## config.mk

```make
export PLATFORM = sky130hd
export DESIGN_NAME = interlocked_actuator_sequencer_top
export DESIGN_NICKNAME = d
export VERILOG_FILES = /design/src/hw/rtl/iasq_pkg.sv /design/src/hw/rtl/iasq_input_stage.sv /design/src/hw/rtl/iasq_motion_core.sv /design/src/hw/rtl/interlocked_actuator_sequencer_top.sv
export SDC_FILE = /design/constraint.sdc
export NUM_CORES = 2
export LEC_CHECK = 0
export BUFFER_PORTS_ARGS = -buffer_cell sky130_fd_sc_hd__buf_2
export CELL_PAD_IN_SITES_DETAIL_PLACEMENT = 0
export CELL_PAD_IN_SITES_GLOBAL_PLACEMENT = 1
export CORE_ASPECT_RATIO = 0.7
export CORE_MARGIN = 1
export CORE_UTILIZATION = 25
export DETAILED_ROUTE_END_ITERATION = 12
export PLACE_DENSITY_LB_ADDON = 0.1
export SYNTH_ARGS = -nofsm -noshare
export SYNTH_HDL_FRONTEND = slang
export SYNTH_HIERARCHICAL = 1
export SYNTH_SLANG_ARGS = --single-unit
```

## constraint.sdc

```tcl
create_clock -name i_clk -period 11.7 [get_ports i_clk]
set_clock_uncertainty 0.2 [all_clocks]
set_input_delay 1.17 -clock i_clk [delete_from_list [all_inputs] [get_ports i_clk]]
set_output_delay 1.17 -clock i_clk [all_outputs]
set_load 0.02 [all_outputs]
```

## src/hw/rtl/iasq_pkg.sv

```systemverilog
`timescale 1ns / 1ps
// ----------------------------------------------------------------------------
// iasq_pkg
// Shared types and constants of the interlocked actuator sequencer.
// ----------------------------------------------------------------------------
package iasq_pkg;

    localparam int POS_BITS_DEF = 16;

    localparam int DT_W    = 10;
    localparam int SPEED_W = 16;
    localparam int DA_W    = DT_W + SPEED_W;
    localparam int PH_W    = 3;
    localparam int OUT_W   = 16;
    localparam int TB_W    = 8;
    localparam int CFG_IDX_W = 3;
    localparam int CFG_W     = 16;

    // Actuator phases.
    localparam logic [PH_W-1:0] PH_CLOSED  = 3'd0;
    localparam logic [PH_W-1:0] PH_OPEN    = 3'd1;
    localparam logic [PH_W-1:0] PH_CLOSING = 3'd2;
    localparam logic [PH_W-1:0] PH_OPENING = 3'd3;
    localparam logic [PH_W-1:0] PH_STOPPED = 3'd4;

    // Configuration register indexes.
    localparam logic [CFG_IDX_W-1:0] CFG_DOOR_SPEED       = 3'd0;
    localparam logic [CFG_IDX_W-1:0] CFG_DOOR_LATCH_SPEED = 3'd1;
    localparam logic [CFG_IDX_W-1:0] CFG_RAD_LATCH_SPEED  = 3'd2;
    localparam logic [CFG_IDX_W-1:0] CFG_RADIATOR_SPEED   = 3'd3;
    localparam logic [CFG_IDX_W-1:0] CFG_ANTENNA_SPEED    = 3'd4;
    localparam logic [CFG_IDX_W-1:0] CFG_HAS_ANTENNA      = 3'd5;

    // Talkback bit positions.
    localparam int TB_DOOR_OPEN     = 0;
    localparam int TB_DOOR_CLOSED   = 1;
    localparam int TB_LATCH_LATCHED = 2;
    localparam int TB_LATCH_RELEASE = 3;
    localparam int TB_RAD_STOWED    = 4;
    localparam int TB_RAD_DEPLOYED  = 5;
    localparam int TB_ANT_STOWED    = 6;
    localparam int TB_ANT_DEPLOYED  = 7;

    // Output position slots.
    localparam int NUM_POS     = 6;
    localparam int SLOT_DOOR   = 0;
    localparam int SLOT_LATCHA = 1;
    localparam int SLOT_LATCHB = 2;
    localparam int SLOT_RLATCH = 3;
    localparam int SLOT_RAD    = 4;
    localparam int SLOT_ANT    = 5;

    // One decoded tick: step sizes and command conditions.
    typedef struct packed {
        logic [DA_W-1:0] da_door;
        logic [DA_W-1:0] da_dlatch;
        logic [DA_W-1:0] da_rlatch;
        logic [DA_W-1:0] da_rad;
        logic [DA_W-1:0] da_ant;
        logic            door_en;
        logic            door_close;
        logic            door_open;
        logic            power_ok;
        logic            rl_close;
        logic            rl_open;
        logic            rad_stow;
        logic            rad_deploy;
        logic            ant_stow;
        logic            ant_deploy;
    } t_step;

endpackage

```

## src/hw/rtl/iasq_input_stage.sv

```systemverilog
`timescale 1ns / 1ps
// ----------------------------------------------------------------------------
// iasq_input_stage
// Input register: forms the step sizes and decodes the command bits of an item.
// ----------------------------------------------------------------------------
module iasq_input_stage import iasq_pkg::*; (
    input  logic               i_clk,
    input  logic               i_load,
    input  logic [DT_W-1:0]    i_delta_t,
    input  logic [1:0]         i_door_enable,
    input  logic               i_door_close,
    input  logic               i_door_open,
    input  logic [1:0]         i_mech_power,
    input  logic [1:0]         i_latch_cmd,
    input  logic [1:0]         i_release_cmd,
    input  logic [1:0]         i_stow_cmd,
    input  logic [1:0]         i_deploy_cmd,
    input  logic [1:0]         i_ku_stow,
    input  logic               i_ku_deploy,
    input  logic [SPEED_W-1:0] i_door_speed,
    input  logic [SPEED_W-1:0] i_door_latch_speed,
    input  logic [SPEED_W-1:0] i_rad_latch_speed,
    input  logic [SPEED_W-1:0] i_radiator_speed,
    input  logic [SPEED_W-1:0] i_antenna_speed,
    output t_step              o_step
);

    t_step           r_step;
    t_step           n_step;
    logic [DA_W-1:0] w_rl_full;
    logic [DA_W-1:0] w_rad_full;

    always_comb begin
        w_rl_full  = DA_W'(i_delta_t) * DA_W'(i_rad_latch_speed);
        w_rad_full = DA_W'(i_delta_t) * DA_W'(i_radiator_speed);

        n_step.da_door   = DA_W'(i_delta_t) * DA_W'(i_door_speed);
        n_step.da_dlatch = DA_W'(i_delta_t) * DA_W'(i_door_latch_speed);
        n_step.da_ant    = DA_W'(i_delta_t) * DA_W'(i_antenna_speed);
        // A single latch or stow motor drives at half speed.
        n_step.da_rlatch = (^i_latch_cmd) ? (w_rl_full >> 1) : w_rl_full;
        n_step.da_rad    = (^i_stow_cmd) ? (w_rad_full >> 1) : w_rad_full;

        n_step.door_en    = &i_door_enable;
        n_step.door_close = i_door_close;
        n_step.door_open  = i_door_open;
        n_step.power_ok   = &i_mech_power;
        n_step.rl_close   = (|i_latch_cmd) & ~(|i_release_cmd);
        n_step.rl_open    = (|i_release_cmd) & ~(|i_latch_cmd);
        n_step.rad_stow   = (|i_stow_cmd) & ~(|i_deploy_cmd);
        n_step.rad_deploy = (|i_deploy_cmd) & ~(|i_stow_cmd);
        n_step.ant_stow   = |i_ku_stow;
        n_step.ant_deploy = i_ku_deploy;
    end

    always_ff @(posedge i_clk) begin
        if (i_load) begin
            r_step <= n_step;
        end
    end

    assign o_step = r_step;

endmodule

```

## src/hw/rtl/iasq_motion_core.sv

```systemverilog
`timescale 1ns / 1ps
// ----------------------------------------------------------------------------
// iasq_motion_core
// Actuator state: positions and phases, updated once per item with interlocks.
// ----------------------------------------------------------------------------
module iasq_motion_core import iasq_pkg::*; #(
    parameter int POS_BITS = POS_BITS_DEF
) (
    input  logic             i_clk,
    input  logic             i_rst_n,
    input  logic             i_adv,
    input  t_step            i_step,
    input  logic             i_has_antenna,
    output logic [OUT_W-1:0] o_pos16 [NUM_POS],
    output logic [TB_W-1:0]  o_talkbacks
);

    localparam int CW = (POS_BITS > DA_W) ? POS_BITS : DA_W;
    localparam int RW = PH_W + POS_BITS;

    logic [POS_BITS-1:0] r_pos [NUM_POS];
    logic [POS_BITS-1:0] n_pos [NUM_POS];
    logic [PH_W-1:0]     r_ph  [NUM_POS];
    logic [PH_W-1:0]     n_ph  [NUM_POS];
    logic [RW-1:0]       w_res;

    function automatic logic [RW-1:0] f_close(input logic [POS_BITS-1:0] pos,
                                              input logic [DA_W-1:0] da);
        logic [CW-1:0]       pe;
        logic [CW-1:0]       de;
        logic [POS_BITS-1:0] np;
        logic [PH_W-1:0]     ph;
        pe = CW'(pos);
        de = CW'(da);
        if (pos != '0) begin
            ph = PH_CLOSING;
            np = (pe > de) ? POS_BITS'(pe - de) : '0;
        end else begin
            ph = PH_CLOSED;
            np = pos;
        end
        return {ph, np};
    endfunction

    function automatic logic [RW-1:0] f_open(input logic [POS_BITS-1:0] pos,
                                             input logic [DA_W-1:0] da);
        logic [CW-1:0]       pe;
        logic [CW-1:0]       de;
        logic [CW-1:0]       rem;
        logic [POS_BITS-1:0] full;
        logic [POS_BITS-1:0] np;
        logic [PH_W-1:0]     ph;
        full = '1;
        pe   = CW'(pos);
        de   = CW'(da);
        rem  = CW'(full - pos);
        if (pos != full) begin
            ph = PH_OPENING;
            np = (rem > de) ? POS_BITS'(pe + de) : full;
        end else begin
            ph = PH_OPEN;
            np = pos;
        end
        return {ph, np};
    endfunction

    function automatic logic [PH_W-1:0] f_halt(input logic [PH_W-1:0] ph);
        return (ph == PH_CLOSING || ph == PH_OPENING) ? PH_STOPPED : ph;
    endfunction

    always_comb begin
        n_pos = r_pos;
        n_ph  = r_ph;
        w_res = '0;

        // Door and latches move one at a time, in sequence.
        if (i_step.door_en && (i_step.door_close || i_step.door_open)) begin
            if (i_step.door_close) begin
                if (r_ph[SLOT_DOOR] != PH_CLOSED) begin
                    w_res = f_close(r_pos[SLOT_DOOR], i_step.da_door);
                    {n_ph[SLOT_DOOR], n_pos[SLOT_DOOR]} = w_res;
                end else if (r_ph[SLOT_LATCHA] != PH_CLOSED) begin
                    w_res = f_close(r_pos[SLOT_LATCHA], i_step.da_dlatch);
                    {n_ph[SLOT_LATCHA], n_pos[SLOT_LATCHA]} = w_res;
                end else begin
                    w_res = f_close(r_pos[SLOT_LATCHB], i_step.da_dlatch);
                    {n_ph[SLOT_LATCHB], n_pos[SLOT_LATCHB]} = w_res;
                end
            end else begin
                if (r_ph[SLOT_LATCHB] != PH_OPEN) begin
                    w_res = f_open(r_pos[SLOT_LATCHB], i_step.da_dlatch);
                    {n_ph[SLOT_LATCHB], n_pos[SLOT_LATCHB]} = w_res;
                end else if (r_ph[SLOT_LATCHA] != PH_OPEN) begin
                    w_res = f_open(r_pos[SLOT_LATCHA], i_step.da_dlatch);
                    {n_ph[SLOT_LATCHA], n_pos[SLOT_LATCHA]} = w_res;
                end else begin
                    w_res = f_open(r_pos[SLOT_DOOR], i_step.da_door);
                    {n_ph[SLOT_DOOR], n_pos[SLOT_DOOR]} = w_res;
                end
            end
        end else begin
            n_ph[SLOT_DOOR]   = f_halt(r_ph[SLOT_DOOR]);
            n_ph[SLOT_LATCHA] = f_halt(r_ph[SLOT_LATCHA]);
            n_ph[SLOT_LATCHB] = f_halt(r_ph[SLOT_LATCHB]);
        end

        // The radiator sees the door and radiator latch phases of this same tick.
        if (i_step.power_ok) begin
            if (i_step.rl_close) begin
                {n_ph[SLOT_RLATCH], n_pos[SLOT_RLATCH]} =
                    f_close(r_pos[SLOT_RLATCH], i_step.da_rlatch);
            end else if (i_step.rl_open) begin
                {n_ph[SLOT_RLATCH], n_pos[SLOT_RLATCH]} =
                    f_open(r_pos[SLOT_RLATCH], i_step.da_rlatch);
            end else begin
                n_ph[SLOT_RLATCH] = f_halt(r_ph[SLOT_RLATCH]);
            end

            if (i_step.rad_stow && n_ph[SLOT_DOOR] == PH_OPEN) begin
                {n_ph[SLOT_RAD], n_pos[SLOT_RAD]} = f_close(r_pos[SLOT_RAD], i_step.da_rad);
            end else if (i_step.rad_deploy && n_ph[SLOT_DOOR] == PH_OPEN
                         && n_ph[SLOT_RLATCH] == PH_OPEN) begin
                {n_ph[SLOT_RAD], n_pos[SLOT_RAD]} = f_open(r_pos[SLOT_RAD], i_step.da_rad);
            end else begin
                n_ph[SLOT_RAD] = f_halt(r_ph[SLOT_RAD]);
            end
        end else begin
            n_ph[SLOT_RLATCH] = f_halt(r_ph[SLOT_RLATCH]);
            n_ph[SLOT_RAD]    = f_halt(r_ph[SLOT_RAD]);
        end

        if (i_step.power_ok && n_ph[SLOT_DOOR] == PH_OPEN && i_step.ant_stow) begin
            {n_ph[SLOT_ANT], n_pos[SLOT_ANT]} = f_close(r_pos[SLOT_ANT], i_step.da_ant);
        end else if (i_step.power_ok && n_ph[SLOT_DOOR] == PH_OPEN
                     && i_step.ant_deploy) begin
            {n_ph[SLOT_ANT], n_pos[SLOT_ANT]} = f_open(r_pos[SLOT_ANT], i_step.da_ant);
        end else begin
            n_ph[SLOT_ANT] = f_halt(r_ph[SLOT_ANT]);
        end
    end

    always_ff @(posedge i_clk) begin
        if (!i_rst_n) begin
            for (int k = 0; k < NUM_POS; k++) begin
                r_pos[k] <= '0;
                r_ph[k]  <= PH_CLOSED;
            end
        end else if (i_adv) begin
            r_pos <= n_pos;
            r_ph  <= n_ph;
        end
    end

    // The state registers hold the last result; scale positions to 16 bits.
    for (genvar g = 0; g < NUM_POS; g++) begin : g_scale
        if (POS_BITS >= OUT_W) begin : g_down
            assign o_pos16[g] = r_pos[g][POS_BITS-1 -: OUT_W];
        end else begin : g_up
            assign o_pos16[g] = {r_pos[g], {(OUT_W-POS_BITS){1'b0}}};
        end
    end

    always_comb begin
        o_talkbacks = '0;
        o_talkbacks[TB_DOOR_OPEN]     = (r_ph[SLOT_DOOR] == PH_OPEN);
        o_talkbacks[TB_DOOR_CLOSED]   = (r_ph[SLOT_DOOR] == PH_CLOSED);
        o_talkbacks[TB_LATCH_LATCHED] = (r_ph[SLOT_RLATCH] == PH_CLOSED);
        o_talkbacks[TB_LATCH_RELEASE] = (r_ph[SLOT_RLATCH] == PH_OPEN);
        o_talkbacks[TB_RAD_STOWED]    = (r_ph[SLOT_RAD] == PH_CLOSED);
        o_talkbacks[TB_RAD_DEPLOYED]  = (r_ph[SLOT_RAD] == PH_OPEN);
        o_talkbacks[TB_ANT_STOWED]    = i_has_antenna && (r_ph[SLOT_ANT] == PH_CLOSED);
        o_talkbacks[TB_ANT_DEPLOYED]  = i_has_antenna && (r_ph[SLOT_ANT] == PH_OPEN);
    end

endmodule

```

## src/hw/rtl/interlocked_actuator_sequencer_top.sv

```systemverilog
`timescale 1ns / 1ps
// ----------------------------------------------------------------------------
// interlocked_actuator_sequencer_top
// Moves door, door latches, radiator latch, radiator and antenna per tick item.
// ----------------------------------------------------------------------------
// Each input item is one time tick of commands; each produces one result item
// with six 16-bit positions and the talkback byte. From acceptance, an item
// passes through the input register, which forms the step sizes
// (tick length times speed), and then the actuator state registers, which also
// hold the result. One item is accepted per cycle as long as the output side
// keeps taking results. Speeds and the antenna-fitted flag must be written
// through the configuration port only while no item is in flight; the block
// itself does not enforce this.
// ----------------------------------------------------------------------------
module interlocked_actuator_sequencer_top import iasq_pkg::*; #(
    parameter int POS_BITS = POS_BITS_DEF
) (
    input  logic                 i_clk,
    input  logic                 i_rst_n,
    input  logic                 i_cfg_we,
    input  logic [CFG_IDX_W-1:0] i_cfg_idx,
    input  logic [CFG_W-1:0]     i_cfg_data,
    input  logic                 i_in_valid,
    output logic                 o_in_stall,
    input  logic [DT_W-1:0]      i_delta_t,
    input  logic [1:0]           i_door_enable,
    input  logic                 i_door_close,
    input  logic                 i_door_open,
    input  logic [1:0]           i_mech_power,
    input  logic [1:0]           i_latch_cmd,
    input  logic [1:0]           i_release_cmd,
    input  logic [1:0]           i_stow_cmd,
    input  logic [1:0]           i_deploy_cmd,
    input  logic [1:0]           i_ku_stow,
    input  logic                 i_ku_deploy,
    output logic                 o_out_valid,
    input  logic                 i_out_stall,
    output logic [OUT_W-1:0]     o_door_position,
    output logic [OUT_W-1:0]     o_latch_a_position,
    output logic [OUT_W-1:0]     o_latch_b_position,
    output logic [OUT_W-1:0]     o_rad_latch_position,
    output logic [OUT_W-1:0]     o_radiator_position,
    output logic [OUT_W-1:0]     o_antenna_position,
    output logic [TB_W-1:0]      o_talkbacks
);

    logic [SPEED_W-1:0] r_door_speed;
    logic [SPEED_W-1:0] r_door_latch_speed;
    logic [SPEED_W-1:0] r_rad_latch_speed;
    logic [SPEED_W-1:0] r_radiator_speed;
    logic [SPEED_W-1:0] r_antenna_speed;
    logic               r_has_antenna;

    logic               r_s1_vld;
    logic               r_out_vld;
    logic               w_adv;
    logic               w_in_acc;
    t_step              w_step;
    logic [OUT_W-1:0]   w_pos16 [NUM_POS];

    always_ff @(posedge i_clk) begin
        if (!i_rst_n) begin
            r_door_speed       <= '0;
            r_door_latch_speed <= '0;
            r_rad_latch_speed  <= '0;
            r_radiator_speed   <= '0;
            r_antenna_speed    <= '0;
            r_has_antenna      <= 1'b1;
        end else if (i_cfg_we) begin
            unique case (i_cfg_idx)
                CFG_DOOR_SPEED:       r_door_speed       <= i_cfg_data;
                CFG_DOOR_LATCH_SPEED: r_door_latch_speed <= i_cfg_data;
                CFG_RAD_LATCH_SPEED:  r_rad_latch_speed  <= i_cfg_data;
                CFG_RADIATOR_SPEED:   r_radiator_speed   <= i_cfg_data;
                CFG_ANTENNA_SPEED:    r_antenna_speed    <= i_cfg_data;
                CFG_HAS_ANTENNA:      r_has_antenna      <= i_cfg_data[0];
                default: ;
            endcase
        end
    end

    // The state moves forward only when the result slot is free or being taken.
    assign w_adv      = r_s1_vld & (~r_out_vld | ~i_out_stall);
    assign o_in_stall = r_s1_vld & ~w_adv;
    assign w_in_acc   = i_in_valid & ~o_in_stall;

    always_ff @(posedge i_clk) begin
        if (!i_rst_n) begin
            r_s1_vld  <= 1'b0;
            r_out_vld <= 1'b0;
        end else begin
            r_s1_vld  <= w_in_acc | (r_s1_vld & ~w_adv);
            r_out_vld <= w_adv | (r_out_vld & i_out_stall);
        end
    end

    iasq_input_stage u_input (
        .i_clk              (i_clk),
        .i_load             (w_in_acc),
        .i_delta_t          (i_delta_t),
        .i_door_enable      (i_door_enable),
        .i_door_close       (i_door_close),
        .i_door_open        (i_door_open),
        .i_mech_power       (i_mech_power),
        .i_latch_cmd        (i_latch_cmd),
        .i_release_cmd      (i_release_cmd),
        .i_stow_cmd         (i_stow_cmd),
        .i_deploy_cmd       (i_deploy_cmd),
        .i_ku_stow          (i_ku_stow),
        .i_ku_deploy        (i_ku_deploy),
        .i_door_speed       (r_door_speed),
        .i_door_latch_speed (r_door_latch_speed),
        .i_rad_latch_speed  (r_rad_latch_speed),
        .i_radiator_speed   (r_radiator_speed),
        .i_antenna_speed    (r_antenna_speed),
        .o_step             (w_step)
    );

    iasq_motion_core #(
        .POS_BITS (POS_BITS)
    ) u_core (
        .i_clk         (i_clk),
        .i_rst_n       (i_rst_n),
        .i_adv         (w_adv),
        .i_step        (w_step),
        .i_has_antenna (r_has_antenna),
        .o_pos16       (w_pos16),
        .o_talkbacks   (o_talkbacks)
    );

    assign o_out_valid          = r_out_vld;
    assign o_door_position      = w_pos16[SLOT_DOOR];
    assign o_latch_a_position   = w_pos16[SLOT_LATCHA];
    assign o_latch_b_position   = w_pos16[SLOT_LATCHB];
    assign o_rad_latch_position = w_pos16[SLOT_RLATCH];
    assign o_radiator_position  = w_pos16[SLOT_RAD];
    assign o_antenna_position   = w_pos16[SLOT_ANT];

endmodule
```

==> reports/summary.txt <==
==========================================================================================
Outcome                                                                       finished with violations
Failing checks                                                                         DRC
Synth async-reset ratio                                                                  0
Number of enable-type register cells in the synthesized netlist                        140
Net count of the finished layout                                                     7,185
Final RePlAce weighted congestion                                                    0.796
Number of distinct library cells after synthesis                                       116
Wire per inst                                                                      20.5 µm
Count of pins over their slew limit                                                      0
Hold Path Stages                                                                         2
Register-to-register setup slack                                                   4880 ps
Leakage component of the power                                                     27.1 nW
DR vias                                                                             41,700
Clk_lat worst skew                                                                  700 ps
H-tree depth reported by CTS                                                             2
Worst hold path class                                                           reg -> reg
Pwr/cell area                                                                  71.4 mW/mm²
Capture instance of the worst register-to-register path                       u_input/o_step[57]
Critical path class                                                              in -> reg
CTS root buf                                                                  sky130_fd_sc_hd__clkbuf_16
Commonest register cell after synthesis                                       sky130_fd_sc_hd__dfxtp_1
Critical path's largest stage delay                                                 720 ps
Highest Clock Rate                                                               0.135 GHz
Portion of the clock cycle consumed by the worst path in the final layout            0.633
Crit Path Max Fanout                                                                    43
Avg Inst Size Synth                                                               8.54 µm²
Total core area                                                                  0.205 mm²
Total of fill cells in the finished design                                          22,200
Worst slew margin                                                                    0.128
Endpoint type of the worst setup path                                            flip-flop
Startpoint of the lowest-slack hold path                                      u_core/r_ph[9]
Initial DRC Count                                                                    2,492
Flip-flop and latch count after synthesis                                              337
Post-detailed-placement half-perimeter wirelength                               138,000 µm
Gate count after technology mapping                                                  6,068
Crit Reg-Reg Startpoint                                                       r_radiator_speed[5]
Slew at the pin closest to its max-slew limit                                      1270 ps
Shortest period the worst path allows                                              7400 ps
Antenna Violating Nets Remaining                                                         0
Data required time of the worst path                                             11,930 ps
Post-DR vias/cell                                                                     4.75
Hold-fix buffer count after cts                                                          0
Non-filler instance count after layout                                               8,782
Netlist area before placement                                                   0.0518 mm²
Number of max-cap violations                                                             0
Row cnt                                                                                139
Count of TritonRoute iterations in the first routing pass                               11
Most common library cell in the layout ignoring fill and taps                 sky130_fd_sc_hd__inv_1
Cells resized by post-CTS repair                                                         0
Number of global-route vias before repair                                           43,200
Vert. Die Dim                                                                       383 µm
Number of buffers added for setup after CTS                                              0
Port buffer count                                                                      156
Num CTS Buffers                                                                         51
Overall die width                                                                   546 µm
Type of element launching the critical path                                      input pin
Initial antenna violation count                                                         14
TritonCTS clock tree                                                                  done
Crit path DAT                                                                      7630 ps
Hold endpoint                                                                 u_core/r_ph[9]
Clock sink total                                                                       337
Hold Fails Final Rpt                                                                     0
Residual DRC                                                                            21
Top-level port count                                                                   157
Post-synth net total                                                                 7,270
Pin count of the biggest net entering global routing                                   137
Synth warn                                                                               6
Setup repair after global routing missed its margin                                     no
Maximum ir drop on the vdd rail                                                  0.0988 mV
Congestion Overflow GR                                                                   0
Total negative slack                                                                  0 ps
Number of placed cells counting well taps                                            8,679
Final setup vio count                                                                    0
Sequential cell area fraction in the yosys report                                    0.157
Cell occurring most often along the worst timing path                         sky130_fd_sc_hd__fa_1
GRT Resource Usage Total                                                             0.173
Initial core utilization                                                             0.252
Worst path slowest cell                                                       sky130_fd_sc_hd__o41ai_2
Area growth, synth to finish                                                         9.72%
Clock edge transition at the registers on the reported setup and hold paths          70 ps
Share of layout cells above drive strength 1                                        0.0682
First-pass GRT wire length                                                      280,000 µm
Maximum buffer depth of the clock tree                                                   3
Cell-by-cell trace of the critical path                                       buf_2 > buf_4 > nand2_1 > fa_1 > fa_1 > inv_1 > fa_1 > fa_1 > inv_1 > fa_1 > inv_1 > ha_1 > nand3_1 > nor2_1 > a21o_1 > o41ai_2 > o311ai_1 > a31o_2 > a21oi_1 > xnor2_1
Final routed wirelength across all metal layers                                 180,000 µm
Most frequent cells in the layout                                             sky130_fd_sc_hd__inv_1 (888), sky130_fd_sc_hd__nand2_1 (684), sky130_fd_sc_hd__ha_1 (589), sky130_fd_sc_hd__fa_1 (562), sky130_fd_sc_hd__and2_1 (407)
Total die area                                                                   0.209 mm²
Number of cell instances on the worst register-to-register path                         20
==========================================================================================
## logic make-up after synthesis
group / count (synthesis) / synth area share
buffers and inverters: 1231 / 0.0918
and+or+nand+nor: 1924 / 0.186
AOI/OAI and AO/OA: 1124 / 0.151
xor gates and xnor gates: 190 / 0.0321
DFF: 337 / 0.157
adders and majority gates: 1151 / 0.359
muxes: 111 / 0.0217
## cell usage after synthesis, drive strengths merged, types with 139 or more instances
library cell  instances  area share
inv                 890       0.064
nand2               684       0.050
ha                  589        0.14
fa                  562        0.22
and2                407       0.049
nor2                284       0.021
a21oi               280       0.028
clkbuf              228       0.017
o21ai               219       0.021
dfxtp               197       0.076
edfxtp              140       0.081
xnor2               139       0.024
## metal layers
metal,vias up,global-route usage,share of wire,wire (µm)
met2,596,0.269,0.43,77700
met4,0,0.0244,0.012,2150
met5,-,0,0,0
met3,111,0.0129,0.025,4420
li1,20000,-,-,-
met1,20900,0.262,0.53,95400
## critical path: cells and delay by family
kind	cells	cell delay (ps)
simple gates	3	340
fa+ha+maj	6	3010
buf+inv	5	1370
compound gates	5	1540
xor+xnor	1	80
## how the worst max path moves through the flow
stage / end / startpoint / depth (start not counted)
final: u_input/o_step[139] / i_delta_t[9] / 20
after global routing: u_input/o_step[86] / i_delta_t[3] / 20
after CTS: u_input/o_step[85] / i_delta_t[3] / 20
after detailed placement: u_input/o_step[85] / i_delta_t[3] / 20
after global placement: u_input/o_step[139] / i_delta_t[9] / 20
after floorplan: u_input/o_step[0] / i_out_stall / 2
## state kept, by name (all words and copies together), names as in the netlist
register            flops
r_radiator_speed       16
u_input/o_step        140
r_door_latch_speed     16
u_core/r_ph            18
r_s1_vld                1
r_rad_latch_speed      16
r_has_antenna           1
r_antenna_speed        16
r_door_speed           16
o_out_valid             1
u_core/o_pos16         96
## where the power goes
part           switching, mW  total [mW]  internal (mW)  leakage [nW]
Combinational          0.644       0.986          0.342          23.2
Sequential            0.0810        1.37           1.29          3.02
Clock                  0.713        1.70          0.986         0.862
Total                   1.44        4.06           2.62          27.1
## cell type report
type / count / area, µm² / area share
Antenna cell: 7 / 17.5 / 0.000308
Clock inverter: 35 / 412 / 0.00724
Inverter: 891 / 3340 / 0.0588
Multi-Input combinational cell: 4500 / 39000 / 0.685
Sequential cell: 337 / 8150 / 0.143
Clock buffer: 61 / 1360 / 0.0238
Tap cell: 2749 / 3440 / 0.0605
Timing Repair Buffer: 202 / 1170 / 0.0205
## per-stage QoR
step / utilization / cell area [µm²] / setup slack [ps] / hold slack [ps] / total power, mW
finish: 0.277 / 56800 / 4300 / 293 / 4.06
global route: 0.277 / 56800 / 3830 / 340 / 4.31
CTS: 0.277 / 56800 / 4230 / 301 / 4.15
detailed placement: 0.268 / 55100 / 3530 / 278 / 2.39
global placement: 0.268 / 55100 / 3570 / 273 / 2.40
floorplan: - / 51800 / 3290 / 234 / 2.07
Power figures use the tool's default switching activity.
